==> src/rtl/assert_macros.svh <==
// Assertion macros used by the datapath RTL file of the path sweeper
`ifndef ASSERT_MACROS_SVH
`define ASSERT_MACROS_SVH

// Implication checked on every clock edge outside reset
`define ASSERT_CLK(lbl, prop, msg) \
    lbl: assert property (@(posedge i_clk) disable iff (!i_rst_n) prop) else $error(msg);

// Condition that must never be seen outside reset
`define ASSERT_NEVER(lbl, cond, msg) \
    lbl: assert property (@(posedge i_clk) disable iff (!i_rst_n) !(cond)) else $error(msg);

`endif

==> src/rtl/cmrps_pkg.sv <==
// Types and constants of the Catmull-Rom path sweeper
package cmrps_pkg;

    localparam int NUM_WAYS = 5;
    localparam int WAY_AW   = 3;
    localparam int CRD_W    = 32;
    localparam int WORD_W   = 3 * CRD_W;
    localparam int TICK_W   = 16;
    localparam int CNT_W    = 18;
    localparam int T_W      = 17;
    localparam int ACC_W    = 40;
    localparam int PROD_W   = ACC_W + T_W + 1;
    localparam int STEP_W   = 4;
    localparam int FRAC_SH  = 16;

    localparam logic [2:0]        LAST_SEG  = 3'd4;
    localparam logic [2:0]        FIRST_SEG = 3'd1;
    localparam logic [T_W-1:0]    T_ONE     = 17'h10000;
    localparam logic [STEP_W-1:0] DIV_LAST  = 4'd15;
    localparam logic [TICK_W-1:0] TICKS_RST = 16'd16;

    localparam logic signed [ACC_W-1:0] SAT_MAX = 40'sh00_7FFF_FFFF;
    localparam logic signed [ACC_W-1:0] SAT_MIN = -40'sh00_8000_0000;

    // input item kinds
    localparam logic FUNC_LOAD = 1'b0;
    localparam logic FUNC_TICK = 1'b1;

    typedef enum logic [3:0] {
        S_IDLE,
        S_CNT,
        S_SEG,
        S_FRAC,
        S_DIVI,
        S_DIV,
        S_COEF,
        S_MUL,
        S_ADD,
        S_FIN
    } t_state;

    // commands from controller to datapath
    typedef struct packed {
        logic load_way;
        logic tick_start;
        logic count;
        logic seg;
        logic frac;
        logic div_init;
        logic div_step;
        logic coef;
        logic mul;
        logic add;
        logic fin;
    } t_cmd;

    // status from datapath to controller
    typedef struct packed {
        logic active;
        logic div_done;
        logic h_last;
        logic can_load;
    } t_stat;

endpackage

==> src/rtl/cmrps_ctrl.sv <==
// Sequencing state machine of the path sweeper
module cmrps_ctrl (
    input  logic             i_clk,
    input  logic             i_rst_n,
    input  logic             i_in_valid,
    input  logic             i_func,
    input  cmrps_pkg::t_stat i_stat,
    output cmrps_pkg::t_cmd  o_cmd,
    output logic             o_in_stall
);

    cmrps_pkg::t_state r_state, n_state;

    // state register
    always_ff @(posedge i_clk) begin
        if (!i_rst_n) begin
            r_state <= cmrps_pkg::S_IDLE;
        end else begin
            r_state <= n_state;
        end
    end

    // next state and commands
    always_comb begin
        n_state    = r_state;
        o_cmd      = '0;
        o_in_stall = 1'b1;
        unique case (r_state)
            cmrps_pkg::S_IDLE: begin
                o_in_stall = 1'b0;
                if (i_in_valid) begin
                    if (i_func == cmrps_pkg::FUNC_TICK) begin
                        o_cmd.tick_start = 1'b1;
                        n_state          = cmrps_pkg::S_CNT;
                    end else begin
                        o_cmd.load_way = 1'b1;
                    end
                end
            end
            cmrps_pkg::S_CNT: begin
                if (i_stat.active) begin
                    o_cmd.count = 1'b1;
                    n_state     = cmrps_pkg::S_SEG;
                end else begin
                    n_state = cmrps_pkg::S_IDLE;
                end
            end
            cmrps_pkg::S_SEG: begin
                o_cmd.seg = 1'b1;
                n_state   = cmrps_pkg::S_FRAC;
            end
            cmrps_pkg::S_FRAC: begin
                o_cmd.frac = 1'b1;
                n_state    = cmrps_pkg::S_DIVI;
            end
            cmrps_pkg::S_DIVI: begin
                o_cmd.div_init = 1'b1;
                n_state        = cmrps_pkg::S_DIV;
            end
            cmrps_pkg::S_DIV: begin
                o_cmd.div_step = 1'b1;
                if (i_stat.div_done) begin
                    n_state = cmrps_pkg::S_COEF;
                end
            end
            cmrps_pkg::S_COEF: begin
                o_cmd.coef = 1'b1;
                n_state    = cmrps_pkg::S_MUL;
            end
            cmrps_pkg::S_MUL: begin
                o_cmd.mul = 1'b1;
                n_state   = cmrps_pkg::S_ADD;
            end
            cmrps_pkg::S_ADD: begin
                o_cmd.add = 1'b1;
                n_state   = i_stat.h_last ? cmrps_pkg::S_FIN : cmrps_pkg::S_MUL;
            end
            cmrps_pkg::S_FIN: begin
                o_cmd.fin = 1'b1;
                if (i_stat.can_load) begin
                    n_state = cmrps_pkg::S_IDLE;
                end
            end
            default: begin
                n_state = cmrps_pkg::S_IDLE;
            end
        endcase
    end

endmodule

==> config.mk <==
export PLATFORM = sky130hd
export DESIGN_NAME = cmrps_ctrl
export DESIGN_NICKNAME = d
export VERILOG_FILES = /design/src/rtl/assert_macros.svh /design/src/rtl/cmrps_pkg.sv /design/src/rtl/cmrps_ctrl.sv
export SDC_FILE = /design/constraint.sdc
export NUM_CORES = 1
export LEC_CHECK = 0
export BUFFER_PORTS_ARGS = -buffer_cell sky130_fd_sc_hd__buf_2
export CAP_MARGIN = 15
export CELL_PAD_IN_SITES_DETAIL_PLACEMENT = 1
export CELL_PAD_IN_SITES_GLOBAL_PLACEMENT = 1
export CORE_AREA = 3 3 40 42
export CTS_BUF_LIST = sky130_fd_sc_hd__clkbuf_4 sky130_fd_sc_hd__clkbuf_8
export CTS_CLUSTER_DIAMETER = 200
export CTS_CLUSTER_SIZE = 20
export DETAILED_ROUTE_END_ITERATION = 7
export DIE_AREA = 0 0 43 45
export PLACE_DENSITY = 0.74
export SLEW_MARGIN = 20
export SYNTH_ARGS = -nofsm -noshare
export SYNTH_HDL_FRONTEND = slang
export SYNTH_SLANG_ARGS = --single-unit
==> constraint.sdc <==
create_clock -name i_clk -period 1.45 [get_ports i_clk]
set_input_delay 0.145 -clock i_clk [delete_from_list [all_inputs] [get_ports i_clk]]
set_output_delay 0.145 -clock i_clk [all_outputs]
set_load 0.03 [all_outputs]
==> key figures <==
Clock network
  – Hold_buf cts: 0
  – CTS Buffer Depth: 2
  – Clk sinks: 4
  – Root Driver: clkbuf_4
  – Total CTS buffers: 3
  – Worst-path clk slew: approximately 0.040 ns
  – H-tree Lvls: 1
  – TritonCTS clock tree: done
  – Worst skew pair latency: 0.23 ns

Global routing
  – Initial antenna violation count: 0
  – First-pass GRT wire length: 1850 um
  – Total grt overflow: 0
  – Vias in the first global route: slightly above 400
  – GRT Resource Usage Total: about an eighth
  – Largest net degree at the start of global routing: 14

Worst setup path
  – Worst-path fanout max: 3
  – CP peak stage delay: 0.55 ns
  – Slowest-stage cell, CP: or4_4
  – Crit path arrival time: approximately 1.5 ns
  – WP data required: 1.31 ns
  – Crit path kind: flop to output pin
  – Crit. End Element: output pin
  – CP cell instances: or4_4, buf_4, nor2_4, buf_6
  – Element type at the critical path start: flop

Route
  – Via density: about 4.9
  – WL final: approximately 1300 um
  – DRC violations left: 0
  – 1st-pass router iterations: 4
  – Initial drt markers: 10
  – Routed WL per cell: between 10 and 15 um
  – DR vias: 454
  – Antenna Violating Nets Remaining: 0

Timing
  – RSZ-0062 raised after global routing: true
  – Final Skew: slightly above 0.00009 ns
  – FMAX: between 0.6 and 0.7 GHz
  – Final setup viols: 3
  – Final Worst Setup Slack: -0.158 ns
  – Setup TNS: -0.430 ns
  – Worst slew margin: between 80% and 90%
  – Hold Fails Final Rpt: 0
  – Final-report max-slew violation count: 0
  – Tmin final: 1.61 ns
  – Worst-Margin Slew: between 0.2 and 0.3 ns
  – Final worst path period share: 111%

Die
  – I/O pins: 20
  – Core area: between 1000 and 1500 um^2
  – Die height: around 45 um
  – # rows: 13
  – Die width: around 43 um
  – Initial Util: ~30%
  – Die area: slightly below 2000 um^2

Cells and area
  – Antenna Cells: 0
  – Largest reg by FF count: r_state
  – Multi-input gate area: 308 um^2
  – Top Registers: r_state: 4 flops
  – Max reg flops: 4
  – Share of cells above drive strength 1: a little under three fifths
  – Final nets: 87
  – Non-filler instance count after layout: 92
  – FILL cells: about 160
  – Area growth syn-to-layout: 61.0%
  – Final core occ: 48.3%
  – Register area: between 80 and 90 um^2

Logic synthesis
  – Main flop type after synthesis: dfxtp_1
  – Seq/Total Area, Yosys: between 20% and 30%
  – Syn Area/Cell: between 7 and 8 um^2
  – Synth warnings: 0
  – Commonest cells post-synth: nor2_1 (6), nor3_1 (6), dfxtp_1 (4), nand2b_1 (4), nand2_1 (3)
  – Top cell type by total area after synthesis: dfxtp_1
  – Syn Nets: 58
  – Number of synthesized flops with an enable pin: 0
  – Yosys cell types: 27
  – Area contributors post-synth: dfxtp_1 (21%), nor3_1 (7.8%), nand2b_4 (7.1%)
  – FFs w/ async S/R, synth: 0%
  – Post-Synthesis Cells: 50
  – #FFs+latches synth: 4
  – Mapped Area: 385 um^2
  – Share of the synthesized area in the top cell type: 20.8%

Power
  – Leak Pwr: 0.000287 uW
  – Pwr/cell area: ~800 nW/um^2
  – Worst VDD drop: a little over 0.4 mV
  – Final Power: between 400 and 500 uW

Hold path
  – Min-Delay Path Class: input port to flop

Placement
  – Port Buffer Count: 19
  – Post-Place Cells: 85
  – DP HPWL: slightly above 900 um
  – RePlAce Congestion: ~0.75

Run status
  – Status: finished, violations left
  – Failing checks: setup timing

Run
  – Max_cap viols: 0
## metal layers
metal	routed length (um)	track usage [%]
met4	15	8.43
met1	539	16.4
met3	44	0.398
met2	658	21.6
met5	0	0
## final cells by class
cell class | count | area share, %
inverters | 1 | 0.605
well taps | 15 | 3.02
repair buffers | 28 | 30.0
clock buffers | 3 | 3.63
flip-flops and latches | 4 | 13.1
multi-input cells | 41 | 49.6
## path summary, 6_finish.rpt
path	slack, ns	endpoint	cells past startpoint	from
setup / recovery	-0.16	o_cmd[9]	4	r_state[0]
hold / removal	0.20	r_state[0]	2	i_rst_n
setup reg to reg	0.03	r_state[1]	5	r_state[0]
hold reg to reg	0.67	r_state[3]	3	r_state[0]
## through the flow
step	hold slack (ns)	area (um^2)	setup slack, ns
6_report	0.201	621	-0.158
3_5_place_dp	0.436	531	0.0208
2_1_floorplan	0.263	410	-0.0503
3_3_place_gp	0.444	531	0.0750
5_1_grt	0.203	621	-0.208
4_1_cts	0.190	594	-0.168
## power breakdown
group          total [uW]  switching [uW]  internal (uW)
Sequential            124            5.03            118
Clock                 135            42.2           92.4
Combinational         228             123            105
Total                 486             170            316
## critical path: cells and delay by family, from the launching register on
kind                   cells  cell delay, ns
flip-flops                 1            0.31
AND/OR/NAND/NOR            2            0.62
buffers and inverters      2            0.30
## what timing repair did
action	4_1_cts	5_1_grt
setup endpoints to repair	4	6
buffers inserted	1	3
gates resized for setup	9	2
gates cloned	0	0
pin swaps	1	1
## cells in the final DEF (no fill, tap or decap), types with 2 or more instances in the layout
cell      Yosys  layout
clkbuf_4      0       3
buf_2         1      14
buf_4         2      11
dfxtp_1       4       3
nor3_1        6       5
o21a_1        2       2
nand2b_1      4       3
nor2_1        6       5
nand3_1       2       2
nor3_2        1       2
nand2_1       3       3
buf_6         1       3
nand2b_4      2       3
o22a_1        2       2
## logic make-up after synthesis
logic type,synth area share [%]
compound gates,21.4
buf+inv,9.09
flops,20.8
mux,2.92
simple gates,45.8
Note: power is estimated with default switching activity, not from simulation.
